### config.mk
export PLATFORM = sky130hd
export DESIGN_NAME = link_peer_binding_tracker
export DESIGN_NICKNAME = d
export VERILOG_FILES = /design/src/rtl/core/lpbt_pkg.sv /design/src/rtl/core/lpbt_cfg.sv /design/src/rtl/core/lpbt_core.sv /design/src/rtl/core/link_peer_binding_tracker.sv
export SDC_FILE = /design/constraint.sdc
export NUM_CORES = 2
export LEC_CHECK = 0
export BUFFER_PORTS_ARGS = -buffer_cell sky130_fd_sc_hd__buf_2
export CAP_MARGIN = 20
export CORE_UTILIZATION = 45
export CTS_CLUSTER_SIZE = 25
export DETAILED_ROUTE_END_ITERATION = 10
export PLACE_DENSITY = 0.72
export SETUP_SLACK_MARGIN = 0.3
export SLEW_MARGIN = 30
export SYNTH_ARGS = -nofsm -noshare
export SYNTH_HDL_FRONTEND = slang
export SYNTH_SLANG_ARGS = --single-unit
export TNS_END_PERCENT = 100
### constraint.sdc
create_clock -name clk -period 5.55 [get_ports clk]
set_input_delay 0.555 -clock clk [delete_from_list [all_inputs] [get_ports clk]]
set_output_delay 0.555 -clock clk [all_outputs]
set_load 0.01 [all_outputs]
### src/rtl/core/lpbt_pkg.sv
`default_nettype none
package lpbt_pkg;

    localparam int ADDR_BYTES = 6;
    localparam int PEER_W     = 48;
    localparam int ADDR_W     = ADDR_BYTES * 8;
    localparam int KEEP_W     = (ADDR_W < PEER_W) ? ADDR_W : PEER_W;
    localparam logic [PEER_W-1:0] ADDR_MASK = {PEER_W{1'b1}} >> (PEER_W - KEEP_W);

    localparam int ROLE_W  = 8;
    localparam int TIME_W  = 64;
    localparam int MS_W    = 32;
    localparam int US_W    = 42;
    localparam int CNT_W   = 32;
    localparam int CMD_W   = 3;
    localparam int ACT_W   = 2;
    localparam int CFG_IDX_W  = 8;
    localparam int CFG_DATA_W = 32;

    localparam logic [MS_W-1:0] RELEASE_DEFAULT_MS = 32'd1000;
    localparam logic [US_W-1:0] US_PER_MS          = 42'd1000;
    localparam logic [US_W-1:0] RELEASE_DEFAULT_US = 42'd1000000;

    localparam logic [CMD_W-1:0] CMD_DISCOVER = 3'd0;
    localparam logic [CMD_W-1:0] CMD_FRAME    = 3'd1;
    localparam logic [CMD_W-1:0] CMD_PRESET   = 3'd2;
    localparam logic [CMD_W-1:0] CMD_RELEASE  = 3'd3;
    localparam logic [CMD_W-1:0] CMD_QUIET    = 3'd4;

    localparam logic [ACT_W-1:0] ACT_IGNORE  = 2'd0;
    localparam logic [ACT_W-1:0] ACT_KNOWN   = 2'd1;
    localparam logic [ACT_W-1:0] ACT_ADOPTED = 2'd2;
    localparam logic [ACT_W-1:0] ACT_REPLY   = 2'd3;

    localparam logic [CFG_IDX_W-1:0] CFG_NODE_ROLE    = 8'd0;
    localparam logic [CFG_IDX_W-1:0] CFG_RELEASE_MS   = 8'd1;
    localparam logic [CFG_IDX_W-1:0] CFG_UNKNOWN_ROLE = 8'd2;

    typedef struct packed {
        logic [CMD_W-1:0]  command;
        logic [PEER_W-1:0] peer_addr;
        logic [ROLE_W-1:0] sender_role;
        logic [TIME_W-1:0] now_us;
        logic [MS_W-1:0]   window_ms;
    } in_item_t;

    typedef struct packed {
        logic [ACT_W-1:0]  action;
        logic              peer_present;
        logic              quiet;
        logic [CNT_W-1:0]  rejected_total;
        logic [CNT_W-1:0]  adoptions;
        logic [PEER_W-1:0] current_peer;
    } out_item_t;

    typedef struct packed {
        logic [CMD_W-1:0]  command;
        logic [PEER_W-1:0] peer_addr;
        logic [ROLE_W-1:0] sender_role;
        logic [TIME_W-1:0] now_us;
        logic [US_W-1:0]   window_us;
    } stage_t;

    typedef struct packed {
        logic [ROLE_W-1:0] node_role;
        logic [ROLE_W-1:0] unknown_role;
        logic [US_W-1:0]   release_us;
    } cfg_t;

endpackage
`default_nettype wire

### src/rtl/core/lpbt_cfg.sv
`default_nettype none
module lpbt_cfg
    import lpbt_pkg::*;
(
    input  wire logic                  clk,
    input  wire logic                  rst_n,
    input  wire logic                  cfg_valid,
    output logic                       cfg_ready,
    input  wire logic [CFG_IDX_W-1:0]  cfg_index,
    input  wire logic [CFG_DATA_W-1:0] cfg_data,
    output cfg_t                       cfg
);

    cfg_t            cfg_reg;
    cfg_t            cfg_next;
    logic [MS_W-1:0] rel_ms;

    assign cfg_ready = 1'b1;
    assign cfg       = cfg_reg;

    // zero release time falls back to the default
    assign rel_ms = (cfg_data == '0) ? RELEASE_DEFAULT_MS : cfg_data;

    always_comb
    begin
        cfg_next = cfg_reg;
        if (cfg_valid)
        begin
            unique case (cfg_index)
                CFG_NODE_ROLE:    cfg_next.node_role    = cfg_data[ROLE_W-1:0];
                CFG_RELEASE_MS:   cfg_next.release_us   = US_W'(rel_ms) * US_PER_MS;
                CFG_UNKNOWN_ROLE: cfg_next.unknown_role = cfg_data[ROLE_W-1:0];
                default:          cfg_next = cfg_reg;
            endcase
        end
    end

    always_ff @(posedge clk or negedge rst_n)
    begin
        if (!rst_n)
        begin
            cfg_reg.node_role    <= '0;
            cfg_reg.unknown_role <= '0;
            cfg_reg.release_us   <= RELEASE_DEFAULT_US;
        end
        else
        begin
            cfg_reg <= cfg_next;
        end
    end

endmodule
`default_nettype wire

### src/rtl/core/lpbt_core.sv
`default_nettype none
module lpbt_core
    import lpbt_pkg::*;
(
    input  wire logic   clk,
    input  wire logic   rst_n,
    input  wire logic   advance,
    input  wire stage_t stage,
    input  wire cfg_t   cfg,
    output out_item_t   res
);

    logic [PEER_W-1:0] addr_reg, addr_next;
    logic              valid_reg, valid_next;
    logic              heard_reg, heard_next;
    logic [TIME_W-1:0] last_reg, last_next;
    logic [CNT_W-1:0]  rej_reg, rej_next;
    logic [CNT_W-1:0]  adopt_reg, adopt_next;

    logic [PEER_W-1:0] addr;
    logic [TIME_W-1:0] diff;
    logic              backwards;
    logic              match;
    logic              role_bad;
    logic              silent_rel;
    logic              silent_win;
    logic [ACT_W-1:0]  action;
    logic              quiet;

    assign addr      = stage.peer_addr & ADDR_MASK;
    assign match     = valid_reg && (addr_reg == addr);
    assign role_bad  = (stage.sender_role == cfg.unknown_role) ||
                       (stage.sender_role == cfg.node_role);
    assign diff      = stage.now_us - last_reg;
    assign backwards = stage.now_us < last_reg;
    assign silent_rel = !valid_reg || !heard_reg ||
                        (!backwards && (diff >= TIME_W'(cfg.release_us)));
    assign silent_win = !valid_reg || !heard_reg ||
                        (!backwards && (diff >= TIME_W'(stage.window_us)));

    always_comb
    begin
        addr_next  = addr_reg;
        valid_next = valid_reg;
        heard_next = heard_reg;
        last_next  = last_reg;
        rej_next   = rej_reg;
        adopt_next = adopt_reg;
        action     = ACT_IGNORE;
        quiet      = silent_win;
        case (stage.command)
            CMD_DISCOVER:
            begin
                if (role_bad)
                begin
                    rej_next = rej_reg + 1'b1;
                end
                else if (match)
                begin
                    heard_next = 1'b1;
                    last_next  = stage.now_us;
                    action     = ACT_REPLY;
                    quiet      = (stage.window_us == '0);
                end
                else if (silent_rel)
                begin
                    addr_next  = addr;
                    valid_next = 1'b1;
                    heard_next = 1'b1;
                    last_next  = stage.now_us;
                    adopt_next = adopt_reg + 1'b1;
                    action     = ACT_ADOPTED;
                    quiet      = (stage.window_us == '0);
                end
                else
                begin
                    rej_next = rej_reg + 1'b1;
                end
            end
            CMD_FRAME:
            begin
                if (match)
                begin
                    heard_next = 1'b1;
                    last_next  = stage.now_us;
                    action     = ACT_KNOWN;
                    quiet      = (stage.window_us == '0);
                end
                else
                begin
                    rej_next = rej_reg + 1'b1;
                end
            end
            CMD_PRESET:
            begin
                addr_next  = addr;
                valid_next = 1'b1;
                heard_next = 1'b0;
                last_next  = '0;
                quiet      = 1'b1;
            end
            CMD_RELEASE:
            begin
                addr_next  = '0;
                valid_next = 1'b0;
                heard_next = 1'b0;
                last_next  = '0;
                quiet      = 1'b1;
            end
            default:
            begin
                quiet = silent_win;
            end
        endcase
    end

    assign res.action         = action;
    assign res.peer_present   = valid_next;
    assign res.quiet          = quiet;
    assign res.rejected_total = rej_next;
    assign res.adoptions      = adopt_next;
    assign res.current_peer   = valid_next ? addr_next : '0;

    always_ff @(posedge clk or negedge rst_n)
    begin
        if (!rst_n)
        begin
            addr_reg  <= '0;
            valid_reg <= 1'b0;
            heard_reg <= 1'b0;
            last_reg  <= '0;
            rej_reg   <= '0;
            adopt_reg <= '0;
        end
        else if (advance)
        begin
            addr_reg  <= addr_next;
            valid_reg <= valid_next;
            heard_reg <= heard_next;
            last_reg  <= last_next;
            rej_reg   <= rej_next;
            adopt_reg <= adopt_next;
        end
    end

endmodule
`default_nettype wire

### src/rtl/core/link_peer_binding_tracker.sv
// Path: an accepted request is held in the stage register, and its result is
// registered in the result register when that register is empty or drained.
// Throughput: one request per cycle unless result_stall holds it; set by the
// input register and single pass of compare, 64-bit subtract, counter update.
// Reset: asynchronous, active low; clears both valid flags, the partner state,
// the counters and the registers to their defaults. No clearing pass.
`default_nettype none
module link_peer_binding_tracker
    import lpbt_pkg::*;
(
    input  wire logic                  clk,
    input  wire logic                  rst_n,
    input  wire logic                  item_valid,
    output logic                       item_stall,
    input  wire in_item_t              item,
    output logic                       result_valid,
    input  wire logic                  result_stall,
    output out_item_t                  result,
    input  wire logic                  cfg_valid,
    output logic                       cfg_ready,
    input  wire logic [CFG_IDX_W-1:0]  cfg_index,
    input  wire logic [CFG_DATA_W-1:0] cfg_data
);

    cfg_t      cfg;
    stage_t    stage_reg;
    logic      stage_valid_reg;
    out_item_t res;
    out_item_t result_reg;
    logic      result_valid_reg;
    logic      advance;
    logic      take;

    lpbt_cfg u_cfg (
        .clk       (clk),
        .rst_n     (rst_n),
        .cfg_valid (cfg_valid),
        .cfg_ready (cfg_ready),
        .cfg_index (cfg_index),
        .cfg_data  (cfg_data),
        .cfg       (cfg)
    );

    lpbt_core u_core (
        .clk     (clk),
        .rst_n   (rst_n),
        .advance (advance),
        .stage   (stage_reg),
        .cfg     (cfg),
        .res     (res)
    );

    // advance when the result register is empty or being drained
    assign advance    = stage_valid_reg && (!result_valid_reg || !result_stall);
    assign item_stall = stage_valid_reg && !advance;
    assign take       = item_valid && !item_stall;

    assign result_valid = result_valid_reg;
    assign result       = result_reg;

    always_ff @(posedge clk or negedge rst_n)
    begin
        if (!rst_n)
        begin
            stage_valid_reg  <= 1'b0;
            result_valid_reg <= 1'b0;
        end
        else
        begin
            if (take)
                stage_valid_reg <= 1'b1;
            else if (advance)
                stage_valid_reg <= 1'b0;

            if (advance)
                result_valid_reg <= 1'b1;
            else if (!result_stall)
                result_valid_reg <= 1'b0;
        end
    end

    always_ff @(posedge clk)
    begin
        if (take)
        begin
            stage_reg.command     <= item.command;
            stage_reg.peer_addr   <= item.peer_addr;
            stage_reg.sender_role <= item.sender_role;
            stage_reg.now_us      <= item.now_us;
            stage_reg.window_us   <= US_W'(item.window_ms) * US_PER_MS;
        end
        if (advance)
            result_reg <= res;
    end

endmodule
`default_nettype wire

## Word level (Yosys, flattened, before mapping)

Cells that the tools add are included.

- Add/subtract/negate cells: 3
- Multiply operators: 2
- Magnitude comparators: 3
- Equal/unequal tests: 12
- Mux-type cells: 42
- Reduce and logical (&&, ||, !) cells: 29

Operator list:

| kind | number |
|---|---|
| 32-bit two-way mux | 9 |
| 64-bit two-way mux | 4 |
| 64-bit case mux with 3 select lines | 1 |
| 48-bit two-way mux | 3 |
| 48-bit case mux with 3 select lines | 1 |
| 64-bit by 42-bit >= comparator with 1-bit output | 2 |
| 32-bit by 7-bit multiplier with 39-bit output, second input constant | 2 |
| 32-bit by 1-bit adder with 32-bit output, second input constant | 2 |
| 64-bit < comparator | 1 |
| 32-bit case mux with 2 select lines | 1 |
| 64-bit subtractor | 1 |
| 48-bit equality test | 1 |
| 42-bit zero test | 1 |
| 32-bit zero test | 1 |
| 8-bit equality test | 2 |
| 1-bit two-way mux | 16 |
| 1-bit case mux with 3 select lines | 3 |
| 8-bit by 1-bit equality test with 1-bit output, second input constant | 1 |
| 8-bit by 2-bit equality test with 1-bit output, second input constant | 1 |
| 8-bit zero test | 1 |
| 1-bit zero test | 7 |
| 3-bit by 2-bit equality test with 1-bit output, second input constant | 2 |
| 1-bit logical AND | 6 |
| 2-bit two-way mux | 3 |
| other kinds (12) | 19 |

- Register bits: 513
- Output and inout bits: 119
- Word-level logic and storage cells: 113

## Longest topological paths before layout

- Word-level depth: 8
- Depth in mapped cells: 31
- Depth with buffers taken out: 29

## By module

Synthesis repeated with hierarchy kept, for this count alone.

- Cell total of the unflattened synthesis: 3907
- Area total of the unflattened synthesis: 39148.8 µm²

By module, submodules not included:

| module | instances | cells an instance | area an instance (µm²) | seq. area each (µm²) |
|---|---|---|---|---|
| lpbt_core | 1 | 2160 | 17433.0 | 4454.3 |
| link_peer_binding_tracker | 1 | 870 | 13953.4 | 8398.1 |
| lpbt_cfg | 1 | 877 | 7762.4 | 1385.1 |

## Worst setup path after synthesis

Ideal clock, no wire load.

- Path kind: in2reg
- Start point: input cfg_data[9]
- End point: register u_cfg.cfg_reg, in the netlist u_cfg.cfg[37]
- Setup time: 0.129 ns
- Arrival: 6.638 ns
- Slack: -1.217 ns
- Cell stages on the path: 24
- Buffers on the path: 0
- Cells stage by stage: nor4_1 nand4_1 nor2_1 or2_2 inv_1 fa_1 inv_1 fa_1 fa_1 fa_1 ha_1 or3_1 o211a_1 a311o_1 a2111oi_0 nor2_1 a41o_1 a221o_1 a221o_1 a21oi_1 nor2_1 a211oi_1 xor2_1 o21ai_1

- Cells in the longest elaborated chain, start to end: 3

RTL lines:

| what | RTL line | text |
|---|---|---|
| start: declaration | link_peer_binding_tracker.sv:22 | `input wire logic [CFG_DATA_W-1:0] cfg_data` |
| 32-bit zero test | lpbt_cfg.sv:22 | `assign rel_ms = (cfg_data == '0) ? RELEASE_DEFAULT_MS : cfg_data;` |
| 32-bit two-way mux * | lpbt_cfg.sv:22 |  |
| 32-bit by 7-bit multiplier with 39-bit output * | lpbt_cfg.sv:31 | `CFG_RELEASE_MS: cfg_next.release_us = US_W'(rel_ms) * US_PER_MS;` |
| end signal: assignment | lpbt_cfg.sv:48 | `cfg_reg <= cfg_next;` |
| end: declaration | lpbt_cfg.sv:14 | `cfg_t cfg_reg;` |

Mark *: on every way between the ends. The rest lies on a longest branch, timed or not.
A chain may end at the register's enable or synchronous reset.

## Worst setup path in the final report

- Start point: input cfg_data[27]
- End point: register u_cfg.cfg_reg, in the netlist u_cfg.cfg[37]

Same word-level chain as after synthesis.

==> results.md <==
- Drt drc: 0
- Sequential area share after synthesis: between 30% and 40%
- Largest net degree at the start of global routing: 123
- Status: finished with violations
- Failing checks: negative setup slack
- H-tree depth: 2
- Fin nets: a little under 5,000
- Worst skew pair latency: ~0.62 ns
- Vias per cell: 5.55
- Yosys top cell by area: edfxtp_1
- CORE AREA: between 70,000 and 80,000 sq um
- HP Class: in2reg
- Worst ir drop on vdd: ~0.00028 V
- Mean Syn Cell Area: 11.0 sq um
- DR iter-0 viols: 2,020
- Endpoint class of the critical path: register
- Post-Syn Nets: approximately 4,000
- FF+latch count, synth: approximately 500
- Port bufs: 317
- Die height: roughly 290 microns
- # IOs: between 300 and 400
- Hold WS: around 0.11 ns
- Hold Violations, Final: 0
- Max reg flops: 162
- Post-route ant nets: 0
- Drt total wl: just over 100,000 microns
- Synth top area cells: edfxtp_1 (23%), dfrtp_1 (16%), fa_1 (13%)
- GRT Util Overall: approximately a quarter
- Area added between synthesis and finish: 32.0%
- Fmax: 161 MHz
- Main flop type after synthesis: edfxtp_1
- RSZ-0062 raised after global routing: yes
- Gr ovfl total: 0
- Slew headroom: a little under two fifths
- Total number of vias: a little under 30,000
- Fillers: just over 6,000
- Ys async rst share: 45.8%
- Area of the mapped netlist: 36,400 sq um
- Synth cell types: slightly below 90
- Post-Layout Inst Area: about 48,000 sq um
- Die span in x: roughly 290 microns
- CTS max path bufs: 3
- Synth warn: 0
- Mean routed wirelength per cell: between 15 and 20 microns
- Root buffer selected by CTS: clkbuf_16
- Post-layout minimum cycle time: a little over 6 ns
- Vias in the first global route: 29,400
- Starting Density: a little under half
- CTS clk-pin slew, worst paths: about 0.070 ns
- Req. time, crit path: about 6 ns
- Number of synthesized flops with an enable pin: about 280
- Crit path max fanout: 6
- Lkg Pwr: roughly 22 nW
- CTS tree: done
- Post-Syn Instances: ~3,300
- Num rows: about 100
- Period Utilization, post-route: 112%
- Final count of negative-setup-slack endpoints: about 300
- RD Place Congestion: 0.954
- CTS Buf Count: between 50 and 60
- Final Worst Setup Slack: -0.680 ns
- Power Density: between 400 and 500 nW/um^2
- Arr. time, crit path: roughly 6.7 ns
- Initial antenna violation count: 11
- Placed wire-length estimate: about 70,000 microns
- Fin. max-slew vios: 0
- Critical path class: in2reg
- DP Area: between 40,000 and 50,000 sq um
- Clock skew: 0.0471 ns
- Layout cells sized above 1: 31.5%
- First-pass GRT wire length: 156,000 microns
- Max cap viols: 0
- Die area: between 80,000 and 90,000 sq um
- Least-Margin Pin Slew: around 0.94 ns
- Worst setup SP type: primary input
- Top cell type's share of synthesized area: 22.9%
- First-pass detailed-route iteration total: 6
- CTS Sinks: between 500 and 600
[synth_stat cells (19+ instances only)]
cell type	number
ha_1	314
edfxtp_1	278
inv_1	263
nand2_1	239
fa_1	237
dfrtp_1	228
a21oi_1	184
nor2_1	164
xor2_1	162
o21ai_0	132
xnor2_1	118
a22o_1	106
clkbuf_1	97
nor3_1	77
nand3_1	74
a21o_1	73
mux2i_1	65
nand4_1	53
nor4_1	39
and3_1	29
o21bai_1	26
o21ai_1	21
mux2_2	19
nor2b_1	19
[per-layer routing]
layer / vias up / GRT usage (%) / part of all wire [%]
met4: 6 / 6.86 / 3.5
met5: - / 0 / 0.038
met2: 981 / 42.7 / 51
met3: 221 / 2.73 / 6.0
met1: 14200 / 30.0 / 40
li1: 13400 / - / -
[power by group]
part           switching, mW  internal, mW  total [mW]
Clock                   1.61          2.10        3.71
Combinational           6.51          6.55        13.1
Sequential             0.417          4.85        5.27
[final cells by class]
type | count | area, sq um | share of cell area (%)
sequential | 513 | 14200 | 29.6
clock inverter | 32 | 348 | 0.723
inverter | 264 | 1000 | 2.08
antenna | 7 | 17.5 | 0.0364
multi-input combinational | 2412 | 22800 | 47.4
timing repair buffer | 856 | 6920 | 14.4
clock buffer | 68 | 1440 | 3.00
tap | 1050 | 1310 | 2.73
[through the flow]
step           utilization, %  instances  setup slack, ns  power, mW  setup TNS (ns)
2_1_floorplan               -       3320           -0.880       12.9           -4.05
3_3_place_gp             53.6       4966            -1.43       16.8         -172.96
3_5_place_dp             53.6       4966            -1.49       17.1         -191.06
4_1_cts                  59.0       5158           -0.633       21.5          -72.19
5_1_grt                  60.5       5197           -0.990       23.7         -190.47
6_report                 60.5       5202           -0.680       22.0         -111.92
[critical path: stages]
cell,delay [ns]
buf_2,0.12
nor4_4,0.23
nand4_1,0.31
nor2_4,0.26
or2_4,0.16
inv_4,0.04
fa_1,0.49
inv_1,0.05
fa_1,0.50
fa_1,0.43
fa_1,0.54
ha_4,0.21
or3_1,0.31
o211a_1,0.15
a311o_1,0.36
a2111oi_2,0.30
nor2_1,0.11
a41o_1,0.22
a221o_1,0.34
a221o_1,0.34
a21oi_2,0.18
nor2_1,0.07
a211oi_2,0.16
xor2_1,0.16
o21ai_1,0.08
[cells in the final DEF (no fill, tap or decap), drive strengths merged, types with 12 or more instances in the layout]
cell,n
nor2,164
o21ai,153
a31oi,16
nand4,53
buf,850
fa,237
a22o,106
nand3,75
nor2b,19
nor4,40
ha,314
and3,29
o21a,18
a21oi,185
nand2b,17
o211ai,14
dfrtp,228
xnor2,118
inv,270
o21bai,26
a211oi,14
clkinv,15
a21o,73
mux2,21
xor2,162
nor3,77
clkbuf,73
o31ai,12
or3,13
and2,25
mux2i,65
edfxtp,278
nand2,241
[kinds of logic after synthesis]
group                      share of synthesized area [%]
muxes                                               2.43
and+or+nand+nor                                     10.2
xor gates and xnor gates                            6.73
other                                             0.0103
DFF                                                 39.1
adders and majority gates                           23.8
AOI/OAI and AO/OA                                   13.3
buffers and inverters                               4.48
[path summary, 6_finish.rpt]
kind                          startpoint                   to  slack, ns  cells past startpoint
min in group asynchronous          rst_n  u_core.addr_reg[34]       0.40                      2
hold / removal                  item[91]       stage_reg[101]       0.11                      1
setup / recovery            cfg_data[27]        u_cfg.cfg[37]      -0.68                     25
setup reg to reg           stage_reg[43]           result[30]      -0.57                     34
max in group asynchronous          rst_n  u_core.last_reg[41]       4.06                      3
hold reg to reg            u_cfg.cfg[16]        u_cfg.cfg[16]       0.47                      2
[what timing repair did]
item	in CTS	in global routing
gates cloned	28	5
pin swaps	194	159
endpoints found under the hold margin	0	34
resized for setup	325	157
hold buffers	0	1
setup buffers	64	29
setup endpoints to repair	310	319
No activity file was read; power rests on OpenSTA's default activity.
